[src/rtl/core/fppt_pkg.sv]
package fppt_pkg;

    localparam int FLOW_W  = 20;
    localparam int TIME_W  = 22;
    localparam int PHASE_W = TIME_W + 1;
    localparam int CYC_W   = 5;
    localparam int MINF_W  = 15;
    localparam int DIVD_W  = TIME_W + FLOW_W;
    localparam int PCT_W   = 27;

    localparam logic [0:0] REG_MAX_FLOW = 1'b0;
    localparam logic [0:0] REG_FLOW     = 1'b1;

    localparam logic [CYC_W-1:0] CYC_ONE    = 5'd1;
    localparam logic [CYC_W-1:0] CYC_FOUR   = 5'd4;
    localparam logic [CYC_W-1:0] CYC_FIFTEEN = 5'd15;
    localparam logic [CYC_W-1:0] CYC_THIRTY = 5'd30;

    localparam logic [PCT_W-1:0] PCT_FULL   = 27'd100;
    localparam logic [PCT_W-1:0] BAND_LOW   = 27'd5;
    localparam logic [PCT_W-1:0] BAND_MID   = 27'd10;
    localparam logic [PCT_W-1:0] BAND_HIGH  = 27'd25;
    localparam logic [PCT_W-1:0] BAND_TOP   = 27'd75;

    localparam logic [FLOW_W-1:0] MINUTES_PER_HOUR = 20'd60;

    typedef struct packed {
        logic              start;
        logic [DIVD_W-1:0] dividend;
        logic [FLOW_W-1:0] divisor;
    } t_div_req;

    typedef struct packed {
        logic              done;
        logic [DIVD_W-1:0] quotient;
    } t_div_rsp;

    typedef struct packed {
        logic [TIME_W-1:0] on_ms;
        logic [TIME_W-1:0] off_ms;
        logic [TIME_W-1:0] period_ms;
        logic [CYC_W-1:0]  cycles;
        logic [MINF_W-1:0] min_flow;
    } t_limits;

endpackage

[src/rtl/core/flow_proportioned_pump_timer_unit.sv]
// Channel   Direction  Handshake                    Payload
// tick      in         i_tick_valid / o_tick_ready  i_tick
// result    out        o_res_valid / i_res_ready    o_pump_on, o_phase_ms, o_on_time_ms,
//                                                   o_off_time_ms, o_cycles_per_hour, o_min_flow
// config    in         i_cfg_we                     i_cfg_idx, i_cfg_wdata
//
// When a tick beat is taken, its result beat is valid from the next cycle.
// A register write restarts the recompute sequence: the PREP and BAND setup states and four
// passes of the shared restoring divider (three when max_flow is zero, which skips the run
// pass), with tick input held off during the write cycle and the whole sequence.
// After reset the sequence runs once, with max_flow zero, before the first tick beat is taken.
// A waiting result does not block the next tick beat when the result is taken in that cycle.
module flow_proportioned_pump_timer_unit #(
    parameter int WINDOW_MS = 3600000
) (
    input  logic                        i_clk,
    input  logic                        i_rst_n,
    input  logic                        i_tick_valid,
    output logic                        o_tick_ready,
    input  logic                        i_tick,
    output logic                        o_res_valid,
    input  logic                        i_res_ready,
    output logic                        o_pump_on,
    output logic [fppt_pkg::TIME_W-1:0] o_phase_ms,
    output logic [fppt_pkg::TIME_W-1:0] o_on_time_ms,
    output logic [fppt_pkg::TIME_W-1:0] o_off_time_ms,
    output logic [fppt_pkg::CYC_W-1:0]  o_cycles_per_hour,
    output logic [fppt_pkg::MINF_W-1:0] o_min_flow,
    input  logic                        i_cfg_we,
    input  logic [0:0]                  i_cfg_idx,
    input  logic [fppt_pkg::FLOW_W-1:0] i_cfg_wdata
);

    logic [fppt_pkg::FLOW_W-1:0]  r_max_flow;
    logic [fppt_pkg::FLOW_W-1:0]  r_flow;
    logic [fppt_pkg::PHASE_W-1:0] r_phase;
    logic                         r_pump;
    logic                         r_res_valid;
    logic                         r_out_pump;
    logic [fppt_pkg::TIME_W-1:0]  r_out_phase;
    logic [fppt_pkg::TIME_W-1:0]  r_out_on;
    logic [fppt_pkg::TIME_W-1:0]  r_out_off;
    logic [fppt_pkg::CYC_W-1:0]   r_out_cyc;
    logic [fppt_pkg::MINF_W-1:0]  r_out_min;

    logic                         n_pump;
    logic [fppt_pkg::PHASE_W-1:0] n_phase;
    logic                         w_busy;
    logic                         w_take;
    fppt_pkg::t_limits            w_lim;

    fppt_seq #(
        .WINDOW_MS (WINDOW_MS)
    ) u_seq (
        .i_clk      (i_clk),
        .i_rst_n    (i_rst_n),
        .i_start    (i_cfg_we),
        .i_max_flow (r_max_flow),
        .i_flow     (r_flow),
        .o_busy     (w_busy),
        .o_lim      (w_lim)
    );

    assign o_tick_ready = !w_busy && !i_cfg_we && (!r_res_valid || i_res_ready);
    assign w_take       = i_tick_valid && o_tick_ready;

    always_comb begin
        n_pump  = r_pump;
        n_phase = r_phase;
        if (i_tick) begin
            if (r_phase <= fppt_pkg::PHASE_W'(w_lim.on_ms)) begin
                n_pump  = 1'b1;
                n_phase = r_phase + 1'b1;
            end else if (r_phase <= fppt_pkg::PHASE_W'(w_lim.period_ms)) begin
                n_pump  = 1'b0;
                n_phase = r_phase + 1'b1;
            end else begin
                n_phase = '0;
            end
        end
    end

    always_ff @(posedge i_clk) begin
        if (!i_rst_n) begin
            r_max_flow  <= '0;
            r_flow      <= '0;
            r_phase     <= '0;
            r_pump      <= 1'b0;
            r_res_valid <= 1'b0;
        end else begin
            if (i_cfg_we) begin
                case (i_cfg_idx)
                    fppt_pkg::REG_MAX_FLOW: r_max_flow <= i_cfg_wdata;
                    fppt_pkg::REG_FLOW:     r_flow     <= i_cfg_wdata;
                    default:                r_flow     <= r_flow;
                endcase
                r_phase <= '0;
            end else if (w_take) begin
                r_phase <= n_phase;
                r_pump  <= n_pump;
            end
            if (w_take) begin
                r_res_valid <= 1'b1;
            end else if (i_res_ready) begin
                r_res_valid <= 1'b0;
            end
        end
    end

    always_ff @(posedge i_clk) begin
        if (w_take) begin
            r_out_pump  <= n_pump;
            r_out_phase <= r_phase[fppt_pkg::TIME_W-1:0];
            r_out_on    <= w_lim.on_ms;
            r_out_off   <= w_lim.off_ms;
            r_out_cyc   <= w_lim.cycles;
            r_out_min   <= w_lim.min_flow;
        end
    end

    assign o_res_valid       = r_res_valid;
    assign o_pump_on         = r_out_pump;
    assign o_phase_ms        = r_out_phase;
    assign o_on_time_ms      = r_out_on;
    assign o_off_time_ms     = r_out_off;
    assign o_cycles_per_hour = r_out_cyc;
    assign o_min_flow        = r_out_min;

`ifndef ASSERT_OFF
    a_no_tick_while_busy: assert property (@(posedge i_clk) disable iff (!i_rst_n)
        w_busy |-> !o_tick_ready)
        else $error("tick beat offered while limits are recomputed");

    a_cfg_restarts: assert property (@(posedge i_clk) disable iff (!i_rst_n)
        i_cfg_we |=> (w_busy && r_phase == '0))
        else $error("register write did not restart the recompute and phase");

    a_phase_bound: assert property (@(posedge i_clk) disable iff (!i_rst_n)
        r_phase <= fppt_pkg::PHASE_W'(w_lim.period_ms) + fppt_pkg::PHASE_W'(1))
        else $error("phase count ran past the period limit");
`endif

endmodule

[src/rtl/core/fppt_div.sv]
module fppt_div (
    input  logic               i_clk,
    input  logic               i_rst_n,
    input  fppt_pkg::t_div_req i_req,
    output fppt_pkg::t_div_rsp o_rsp
);

    localparam int CNT_W = $clog2(fppt_pkg::DIVD_W);
    localparam logic [CNT_W-1:0] CNT_LAST = CNT_W'(fppt_pkg::DIVD_W - 1);

    logic                        r_busy;
    logic                        r_done;
    logic [CNT_W-1:0]            r_cnt;
    logic [fppt_pkg::DIVD_W-1:0] r_quo;
    logic [fppt_pkg::FLOW_W-1:0] r_rem;
    logic [fppt_pkg::FLOW_W-1:0] r_dvs;

    logic [fppt_pkg::FLOW_W:0]   w_rem_sh;
    logic [fppt_pkg::FLOW_W:0]   w_rem_sub;
    logic                        w_fit;

    assign w_rem_sh  = {r_rem, r_quo[fppt_pkg::DIVD_W-1]};
    assign w_fit     = (w_rem_sh >= {1'b0, r_dvs});
    assign w_rem_sub = w_rem_sh - {1'b0, r_dvs};

    always_ff @(posedge i_clk) begin
        if (!i_rst_n) begin
            r_busy <= 1'b0;
            r_done <= 1'b0;
            r_cnt  <= '0;
        end else begin
            r_done <= 1'b0;
            if (i_req.start) begin
                r_busy <= 1'b1;
                r_cnt  <= '0;
            end else if (r_busy) begin
                if (r_cnt == CNT_LAST) begin
                    r_busy <= 1'b0;
                    r_done <= 1'b1;
                end else begin
                    r_cnt <= r_cnt + 1'b1;
                end
            end
        end
    end

    always_ff @(posedge i_clk) begin
        if (i_req.start) begin
            r_quo <= i_req.dividend;
            r_rem <= '0;
            r_dvs <= i_req.divisor;
        end else if (r_busy) begin
            r_quo <= {r_quo[fppt_pkg::DIVD_W-2:0], w_fit};
            r_rem <= w_fit ? w_rem_sub[fppt_pkg::FLOW_W-1:0] : w_rem_sh[fppt_pkg::FLOW_W-1:0];
        end
    end

    assign o_rsp.done     = r_done;
    assign o_rsp.quotient = r_quo;

endmodule

[src/rtl/core/fppt_seq.sv]
module fppt_seq #(
    parameter int WINDOW_MS = 3600000
) (
    input  logic                        i_clk,
    input  logic                        i_rst_n,
    input  logic                        i_start,
    input  logic [fppt_pkg::FLOW_W-1:0] i_max_flow,
    input  logic [fppt_pkg::FLOW_W-1:0] i_flow,
    output logic                        o_busy,
    output fppt_pkg::t_limits           o_lim
);

    localparam logic [3:0] S_IDLE   = 4'd0;
    localparam logic [3:0] S_PREP   = 4'd1;
    localparam logic [3:0] S_BAND   = 4'd2;
    localparam logic [3:0] S_RUN_GO = 4'd3;
    localparam logic [3:0] S_RUN_WT = 4'd4;
    localparam logic [3:0] S_ON_GO  = 4'd5;
    localparam logic [3:0] S_ON_WT  = 4'd6;
    localparam logic [3:0] S_OFF_GO = 4'd7;
    localparam logic [3:0] S_OFF_WT = 4'd8;
    localparam logic [3:0] S_MIN_GO = 4'd9;
    localparam logic [3:0] S_MIN_WT = 4'd10;

    localparam logic [fppt_pkg::TIME_W-1:0] WINDOW = fppt_pkg::TIME_W'(WINDOW_MS);

    logic [3:0]                  r_state;
    logic [fppt_pkg::FLOW_W-1:0] r_fc;
    logic [fppt_pkg::DIVD_W-1:0] r_prod;
    logic [fppt_pkg::TIME_W-1:0] r_run;
    logic [fppt_pkg::TIME_W-1:0] r_on;
    logic [fppt_pkg::TIME_W-1:0] r_off;
    logic [fppt_pkg::TIME_W-1:0] r_period;
    logic [fppt_pkg::CYC_W-1:0]  r_n;
    logic [fppt_pkg::MINF_W-1:0] r_min;

    fppt_pkg::t_div_req          w_req;
    fppt_pkg::t_div_rsp          w_rsp;
    logic [fppt_pkg::PCT_W-1:0]  w_pct;
    logic [fppt_pkg::PCT_W-1:0]  w_mf;
    logic [fppt_pkg::CYC_W-1:0]  w_band;
    logic [fppt_pkg::TIME_W-1:0] w_q;
    logic [fppt_pkg::MINF_W-1:0] w_qmin;

    fppt_div u_div (
        .i_clk   (i_clk),
        .i_rst_n (i_rst_n),
        .i_req   (w_req),
        .o_rsp   (w_rsp)
    );

    assign w_pct  = fppt_pkg::PCT_W'(r_fc) * fppt_pkg::PCT_FULL;
    assign w_mf   = fppt_pkg::PCT_W'(i_max_flow);
    assign w_q    = w_rsp.quotient[fppt_pkg::TIME_W-1:0];
    assign w_qmin = w_rsp.quotient[fppt_pkg::MINF_W-1:0];

    always_comb begin
        if (r_fc == '0) begin
            w_band = fppt_pkg::CYC_ONE;
        end else if (w_pct <= w_mf * fppt_pkg::BAND_LOW) begin
            w_band = fppt_pkg::CYC_ONE;
        end else if (w_pct <= w_mf * fppt_pkg::BAND_MID) begin
            w_band = fppt_pkg::CYC_FOUR;
        end else if (w_pct <= w_mf * fppt_pkg::BAND_HIGH) begin
            w_band = fppt_pkg::CYC_FIFTEEN;
        end else if (w_pct <= w_mf * fppt_pkg::BAND_TOP) begin
            w_band = fppt_pkg::CYC_THIRTY;
        end else begin
            w_band = fppt_pkg::CYC_ONE;
        end
    end

    always_comb begin
        w_req.start    = 1'b0;
        w_req.dividend = '0;
        w_req.divisor  = '0;
        case (r_state)
            S_RUN_GO: begin
                w_req.start    = 1'b1;
                w_req.dividend = r_prod;
                w_req.divisor  = i_max_flow;
            end
            S_ON_GO: begin
                w_req.start    = 1'b1;
                w_req.dividend = fppt_pkg::DIVD_W'(r_run);
                w_req.divisor  = fppt_pkg::FLOW_W'(r_n);
            end
            S_OFF_GO: begin
                w_req.start    = 1'b1;
                w_req.dividend = fppt_pkg::DIVD_W'(WINDOW - r_run);
                w_req.divisor  = fppt_pkg::FLOW_W'(r_n);
            end
            S_MIN_GO: begin
                w_req.start    = 1'b1;
                w_req.dividend = fppt_pkg::DIVD_W'(i_max_flow);
                w_req.divisor  = fppt_pkg::MINUTES_PER_HOUR;
            end
            default: begin
                w_req.start = 1'b0;
            end
        endcase
    end

    always_ff @(posedge i_clk) begin
        if (!i_rst_n) begin
            r_state  <= S_PREP;
            r_on     <= '0;
            r_off    <= WINDOW;
            r_period <= WINDOW;
            r_n      <= fppt_pkg::CYC_ONE;
            r_min    <= '0;
        end else if (i_start) begin
            r_state <= S_PREP;
        end else begin
            case (r_state)
                S_IDLE: begin
                    r_state <= S_IDLE;
                end
                S_PREP: begin
                    r_state <= S_BAND;
                end
                S_BAND: begin
                    r_n     <= w_band;
                    r_state <= (i_max_flow == '0) ? S_ON_GO : S_RUN_GO;
                end
                S_RUN_GO: begin
                    r_state <= S_RUN_WT;
                end
                S_RUN_WT: begin
                    if (w_rsp.done) begin
                        r_state <= S_ON_GO;
                    end
                end
                S_ON_GO: begin
                    r_state <= S_ON_WT;
                end
                S_ON_WT: begin
                    if (w_rsp.done) begin
                        r_on    <= w_q;
                        r_state <= S_OFF_GO;
                    end
                end
                S_OFF_GO: begin
                    r_state <= S_OFF_WT;
                end
                S_OFF_WT: begin
                    if (w_rsp.done) begin
                        r_off    <= w_q;
                        r_period <= r_on + w_q;
                        r_state  <= S_MIN_GO;
                    end
                end
                S_MIN_GO: begin
                    r_state <= S_MIN_WT;
                end
                S_MIN_WT: begin
                    if (w_rsp.done) begin
                        r_min   <= (w_qmin == '0) ? '0 : w_qmin + 1'b1;
                        r_state <= S_IDLE;
                    end
                end
                default: begin
                    r_state <= S_PREP;
                end
            endcase
        end
    end

    always_ff @(posedge i_clk) begin
        if (r_state == S_PREP) begin
            r_fc <= (i_flow > i_max_flow) ? i_max_flow : i_flow;
        end
        if (r_state == S_BAND) begin
            r_prod <= fppt_pkg::DIVD_W'(WINDOW) * fppt_pkg::DIVD_W'(r_fc);
            r_run  <= '0;
        end
        if (r_state == S_RUN_WT && w_rsp.done) begin
            r_run <= w_q;
        end
    end

    assign o_busy          = (r_state != S_IDLE);
    assign o_lim.on_ms     = r_on;
    assign o_lim.off_ms    = r_off;
    assign o_lim.period_ms = r_period;
    assign o_lim.cycles    = r_n;
    assign o_lim.min_flow  = r_min;

endmodule

[config.mk]
export PLATFORM = sky130hd
export DESIGN_NAME = flow_proportioned_pump_timer_unit
export DESIGN_NICKNAME = d
export VERILOG_FILES = /design/src/rtl/core/fppt_pkg.sv /design/src/rtl/core/flow_proportioned_pump_timer_unit.sv /design/src/rtl/core/fppt_div.sv /design/src/rtl/core/fppt_seq.sv
export SDC_FILE = /design/constraint.sdc
export NUM_CORES = 2
export LEC_CHECK = 0
export ABC_AREA = 1
export BUFFER_PORTS_ARGS = -buffer_cell sky130_fd_sc_hd__buf_4
export CAP_MARGIN = 20
export CORE_ASPECT_RATIO = 0.8
export CORE_MARGIN = 2
export CORE_UTILIZATION = 50
export CTS_BUF_LIST = sky130_fd_sc_hd__clkbuf_8
export CTS_CLUSTER_DIAMETER = 30
export DETAILED_ROUTE_END_ITERATION = 10
export PLACE_DENSITY = 0.69
export SLEW_MARGIN = 20
export SYNTH_ARGS = -nofsm -noshare
export SYNTH_HDL_FRONTEND = slang
export SYNTH_SLANG_ARGS = --single-unit
[constraint.sdc]
create_clock -name i_clk -period 9.45 [get_ports i_clk]
set_input_delay 1.89 -clock i_clk [delete_from_list [all_inputs] [get_ports i_clk]]
set_output_delay 1.89 -clock i_clk [all_outputs]
set_load 0.01 [all_outputs]
# [Word-level counts from Yosys, hierarchy flattened]
# Cells that the tools add are included.
[word_totals] register_bits=409 inputBits=27 wordCells=127
[classes] add_sub_neg=6 mul=6 magnitude_cmp=8 n_eq_ne=15 muxes=31 bitwise_logic=5 n_reduce_logical=30
[ops] op="62-bit one-hot mux with 4 select lines" count=1
[ops] op="27-bit <= comparator" count=4
[ops] op="42-bit two-way mux" count=2
[ops] op="20-bit by 5-bit multiplier with 25-bit output, second input constant" count=2
[ops] op="23-bit by 22-bit <= comparator with 1-bit output" count=2
[ops] op="20-bit by 3-bit multiplier with 23-bit output, second input constant" count=2
[ops] op="23-bit two-way mux" count=2
[ops] op="22-bit two-way mux" count=2
[ops] op="4-bit one-hot mux with 11 select lines" count=1
[ops] op="20-bit zero test" count=2
[ops] op="20-bit two-way mux" count=2
[ops] op="15-bit by 20-bit multiplier with 35-bit output, first input constant" count=1
[ops] op="20-bit by 7-bit multiplier with 27-bit output, second input constant" count=1
[ops] op="5-bit two-way mux" count=5
[ops] op="23-bit by 1-bit adder with 23-bit output, second input constant" count=1
[ops] op="22-bit by 22-bit subtractor with 23-bit output, first input constant" count=1
[ops] op="22-bit adder" count=1
[ops] op="21-bit by 20-bit >= comparator with 1-bit output" count=1
[ops] op="20-bit > comparator" count=1
[ops] op="20-bit subtractor" count=1
[ops] op="4-bit by 3-bit equality test with 1-bit output, second input constant" count=4
[ops] op="4-bit two-way mux" count=4
[ops] op="15-bit by 1-bit adder with 15-bit output, second input constant" count=1
[ops] op="15-bit zero test" count=1
[ops] op="other kinds (22)" count=56

# [Longest topological paths before layout]
[depth] word_depth=7 depth_mapped=32 mapped_depth_nobuf=32

# [Cells and area by module]
# A second synthesis with hierarchy kept.
[hier_totals] cells_unflattened=4454 area_unflattened_um2=36799.0
[by_module_without_submodules] module="fppt_seq" instances=1 cells_each=3135 area_per_inst_um2=25119.1 seq_area_each_um2=4093.9
[by_module_without_submodules] module="flow_proportioned_pump_timer_unit" instances=1 cells_each=665 area_per_inst_um2=6567.5 seq_area_each_um2=3913.8
[by_module_without_submodules] module="fppt_div" instances=1 cells_each=654 area_per_inst_um2=5112.4 seq_area_each_um2=2422.3

# [Worst setup path after synthesis]
# No wires, ideal clock.
[synth_timing] kind="register to register" startpoint="register u_seq.r_fc[6] (netlist bit)" endpoint="register u_seq.r_prod[36] (netlist bit) (data pin)" t_arrival_ns=5.154 required_ns=9.191 path_slack_ns=4.037 path_stages_with_launch=20 path_buffers=0 synth_period_minus_slack_ns=5.413 path_cell_list="edfxtp_1 > fa_1 > fa_1 > inv_1 > fa_1 > inv_1 > fa_1 > fa_1 > fa_1 > ha_1 > nand2_1 > nand2_1 > a31oi_1 > nand2_1 > a31oi_1 > o21ai_0 > a31oi_1 > o21ai_0 > nand2_1 > nand2_1"
[synth_between] elab_chain_len=1
[synth_lines] element="from (decl)" line_no="fppt_seq.sv:28" text="logic [fppt_pkg::FLOW_W-1:0] r_fc;"
[synth_lines] element="from (signal assigned)" line_no="fppt_seq.sv:171" text="r_fc <= (i_flow > i_max_flow) ? i_max_flow : i_flow;"
[synth_lines] element="15-bit by 20-bit multiplier with 35-bit output" line_no="fppt_seq.sv:174" text="r_prod <= fppt_pkg::DIVD_W'(WINDOW) * fppt_pkg::DIVD_W'(r_fc);"
[synth_lines] element="to (signal assigned)" line_no="fppt_seq.sv:174"
[synth_lines] element="to (decl)" line_no="fppt_seq.sv:29" text="logic [fppt_pkg::DIVD_W-1:0] r_prod;"
# No other way between the ends.
# A chain may end at the register's enable or synchronous reset.

# [Worst setup path after layout]
[layout_timing] startpoint="register r_max_flow[6] (netlist bit)" endpoint="register u_seq.r_n[2] (netlist bit)"
[layout_between] elab_chain_len=7 word_cells_on_any_way=13
[layout_lines] element="from (decl)" line_no="flow_proportioned_pump_timer_unit.sv:34" text="logic [fppt_pkg::FLOW_W-1:0] r_max_flow;"
[layout_lines] element="from (signal assigned)" line_no="flow_proportioned_pump_timer_unit.sv:93" text="fppt_pkg::REG_MAX_FLOW: r_max_flow <= i_cfg_wdata;"
[layout_lines] element="20-bit by 7-bit multiplier with 27-bit output" line_no="fppt_seq.sv:66" text="end else if (w_pct <= w_mf * fppt_pkg::BAND_TOP) begin"
[layout_lines] element="27-bit <= comparator" line_no="fppt_seq.sv:66"
[layout_lines] element="5-bit two-way mux" line_no="fppt_seq.sv:66"
[layout_lines] element="5-bit two-way mux" line_no="fppt_seq.sv:64" text="end else if (w_pct <= w_mf * fppt_pkg::BAND_HIGH) begin"
[layout_lines] element="5-bit two-way mux" line_no="fppt_seq.sv:62" text="end else if (w_pct <= w_mf * fppt_pkg::BAND_MID) begin"
[layout_lines] element="5-bit two-way mux *" line_no="fppt_seq.sv:60" text="end else if (w_pct <= w_mf * fppt_pkg::BAND_LOW) begin"
[layout_lines] element="5-bit two-way mux *" line_no="fppt_seq.sv:58" text="if (r_fc == '0) begin"
[layout_lines] element="to (signal assigned)" line_no="fppt_seq.sv:110" text="r_n <= fppt_pkg::CYC_ONE;"
[layout_lines] element="to (signal assigned)" line_no="fppt_seq.sv:123" text="r_n <= w_band;"
[layout_lines] element="to (decl)" line_no="fppt_seq.sv:34" text="logic [fppt_pkg::CYC_W-1:0] r_n;"
# Every way passes the cells marked *; elsewhere a longest branch is shown, timed or not.

==> flow_summary.ini <==
[setup_path]
required_ps = 9980
endpoint_kind = register
critPathLaunchType = register
r2r-start = r_max_flow[6]
crit_fanout = 8
crit_type = register to register
timing.reg2reg.setup_slack_ps = 3210
r2r-end = u_seq.r_n[2]
r2r_cells = 26
cp.arrival_ps = 6770

[cts]
clock_path_buffers = 3
cts_root_buf = clkbuf_8
clk_latency_ps = 680
cts_max_level = 3
cts_buffers = 75
clk_pin_slew_worst_paths_ps = 70
cts_setup_buffers = 0
cts_hold_buf = 0
clock_sinks = 407
post_cts_resized = 0
cts_tree = built

[yosys]
synth.ff_latch_count = 407
synthCells = 4095
post_synth_instance_area_um2 = 35400
synth_cell_types = 59
synth_warnings = 0
ys.flop_type = edfxtp_1
ys_seq_area_share_pct = 29.4
syn-num-nets = 4879
syn_area_per_cell_um2 = 8.63
ys_async_sr_fraction_pct = 0
synth_edf_count = 225

[grt]
grt_usage_pct = 27.7
grt_pass1_wl_mm = 157
grt_pass1_vias = 27527
antenna_found_initial = 3
grt.overflow.total = 0
grt_start_max_net_pins = 83

[timing]
fin_setup_tns_ps = 0
setup_viol = 0
holdWs_ps = 415
relSlewSlack_pct = 30.8
period_share_pct = 66.0
drv_slew = 0
hold_violations = 0
finalClockSkew_ps = 45.6
max_freq_ghz = 0.160
rsz0062_at_grt = false
tightest_slew_ps = 1040
worst_slack_ps = 3210
fin_crit_ps = 6240

[die]
rows = 87
ioPinCount = 116
die_h_um = 242
die_x_um = 301
core-area_um2 = 70200
dieArea_um2 = 72900
start_util_pct = 50.4

[min_path]
min_to = o_min_flow[4]
min_from = u_seq.r_min[4]
hp-class = register to register
min_path_cells = 0

[placed_design]
port_buffers = 115
place_hpwl_mm = 79.6
gp_congestion = 0.939
place_ws_ps = 3400

[job]
cap_violations = 0

[routing]
drc = 0
viasPerCell = 5.52
avgRoutedWirePerCell_um = 19.1
firstDrtPassIters = 8
vias = 28939
drt_wl_total_mm = 100
drt-initial-drc-count = 2909
postRouteAntennaNets = 0

[cells_and_area]
syn_to_final_growth_pct = 10.5
layout.nets = 5028
drive_above_1_share_pct = 7.24

[outcome]
outcome = completed
[layer usage]
metal / routed length [µm] / share of wire [%] / global-route usage [%]
met5: 126 / 0.13 / 0
met4: 2160 / 2.2 / 6.47
met3: 10900 / 11 / 8.28
met2: 40600 / 41 / 39.0
met1: 46400 / 46 / 41.3
[stage by stage]
step	instance area, µm²	cells	utilization (%)
floorplan	35400	4095	-
global placement	37300	5099	53.1
detailed placement	37300	5099	53.1
CTS	39000	5239	55.6
global route	39100	5242	55.7
finish	39100	5244	55.7
[placed cells by master, fill, tap and decap left out, types with 135 or more instances in the layout]
cell type | Yosys | final
inv_1 | 701 | 708
nand2_1 | 639 | 639
ha_1 | 541 | 541
a21oi_1 | 337 | 337
nor2_1 | 286 | 283
o21ai_0 | 245 | 245
edfxtp_1 | 225 | 225
fa_1 | 216 | 216
dfxtp_1 | 182 | 182
buf_4 | 1 | 135
[flip-flops by register name, indices dropped and copies added, names as in the netlist, 6 cells and up]
register           count
u_seq.r_on            22
u_seq.r_period        22
u_seq.r_fc            20
u_seq.r_min           15
u_seq.r_run           22
r_phase               23
u_seq.u_div.r_rem     20
u_seq.u_div.r_cnt      6
o_min_flow            15
u_seq.u_div.r_dvs     20
u_seq.r_prod          35
u_seq.u_div.r_quo     42
u_seq.r_off           22
r_flow                20
o_phase_ms            22
o_on_time_ms          22
r_max_flow            20
o_off_time_ms         22
[area by class of cell]
class	instances	area (µm²)
fillers	6372	31100
multi-input cells	2912	22000
flip-flops and latches	407	10400
inverters	711	2670
clock buffers	86	1180
well taps	934	1170
repair buffers	137	1040
clock inverters	54	562
diodes	3	7.51
[cells by family (layout without fill, tap and decap cells)]
kind of cell	count (synthesis)	in the layout	share of synthesized area (%)
AND/OR/NAND/NOR	1224	1224	14.7
AO/OA/AOI/OAI	786	786	12.6
buffers and inverters	776	988	8.33
XOR/XNOR	145	145	3.59
other	0	3	0
flip-flops	407	407	29.4
adder cells (fa/ha/maj)	757	757	31.4
[cells in the mapped netlist, types with 3 or more instances]
| cell type | n | share of area [%] |
|---|---|---|
| inv_1 | 701 | 7.4 |
| nand2_1 | 639 | 6.8 |
| ha_1 | 541 | 19 |
| a21oi_1 | 337 | 4.8 |
| nor2_1 | 286 | 3.0 |
| o21ai_0 | 245 | 3.5 |
| edfxtp_1 | 225 | 19 |
| fa_1 | 216 | 12 |
| dfxtp_1 | 182 | 10 |
| nand3_1 | 129 | 1.8 |
| xor2_1 | 88 | 2.2 |
| xnor2_1 | 57 | 1.4 |
| nor3_1 | 56 | 0.79 |
| o211ai_1 | 56 | 1.2 |
| clkbuf_1 | 52 | 0.55 |
| nand4_1 | 47 | 0.83 |
| a31oi_1 | 24 | 0.42 |
| a22oi_1 | 21 | 0.45 |
| o21bai_1 | 15 | 0.32 |
| nor4_1 | 14 | 0.25 |
| a221oi_1 | 12 | 0.30 |
| nor2_2 | 12 | 0.21 |
| a21o_1 | 11 | 0.23 |
| o21a_1 | 11 | 0.23 |
| a211oi_1 | 10 | 0.21 |
| a21boi_0 | 10 | 0.21 |
| nand3b_1 | 9 | 0.19 |
| o31ai_1 | 7 | 0.15 |
| or2_2 | 7 | 0.12 |
| buf_2 | 6 | 0.085 |
| clkinv_1 | 6 | 0.064 |
| nand3_2 | 6 | 0.17 |
| nor3b_1 | 6 | 0.13 |
| o22ai_1 | 5 | 0.088 |
| inv_2 | 4 | 0.042 |
| a21boi_1 | 3 | 0.064 |
| buf_1 | 3 | 0.032 |
| buf_6 | 3 | 0.096 |
| nor2_4 | 3 | 0.096 |
| nor3_2 | 3 | 0.085 |
| o21ai_1 | 3 | 0.042 |
| o21ai_2 | 3 | 0.074 |
| o221ai_1 | 3 | 0.074 |
[how the worst max path moves through the flow]
stage | start | end | slack (ps) | depth (start not counted)
final | r_max_flow[6] | u_seq.r_n[2] | 3210 | 26
after global routing | u_seq.r_fc[10] | u_seq.r_prod[36] | 2910 | 20
after detailed placement | u_seq.r_fc[2] | u_seq.r_prod[37] | 3400 | 25
after CTS | u_seq.r_fc[2] | u_seq.r_prod[37] | 3360 | 25
after floorplan | u_seq.r_fc[6] | u_seq.r_prod[36] | 4040 | 19
after global placement | u_seq.r_fc[10] | u_seq.r_prod[36] | 3510 | 20
[critical path: stages (launching register included)]
cell and delay [ps]:
dfxtp_1 680, ha_1 370, ha_1 300, fa_1 530, fa_1 420, ha_1 340
inv_1 100, o21bai_1 80, a21oi_1 410, o21ai_2 120, a21oi_1 310, o21ai_0 280
a21boi_2 260, o21ai_0 190, xnor2_1 190, ha_1 330, nand2_1 70, o21ai_0 210
nand3_1 100, o211ai_1 120, a21oi_1 80, nand2_1 140, nand2_1 90, a21oi_1 130
nand3_1 80, nand2_1 80, a21oi_1 60
Power is not shown: default switching activity piles up to over one toggle a cycle in this logic, so the estimate is an artifact.
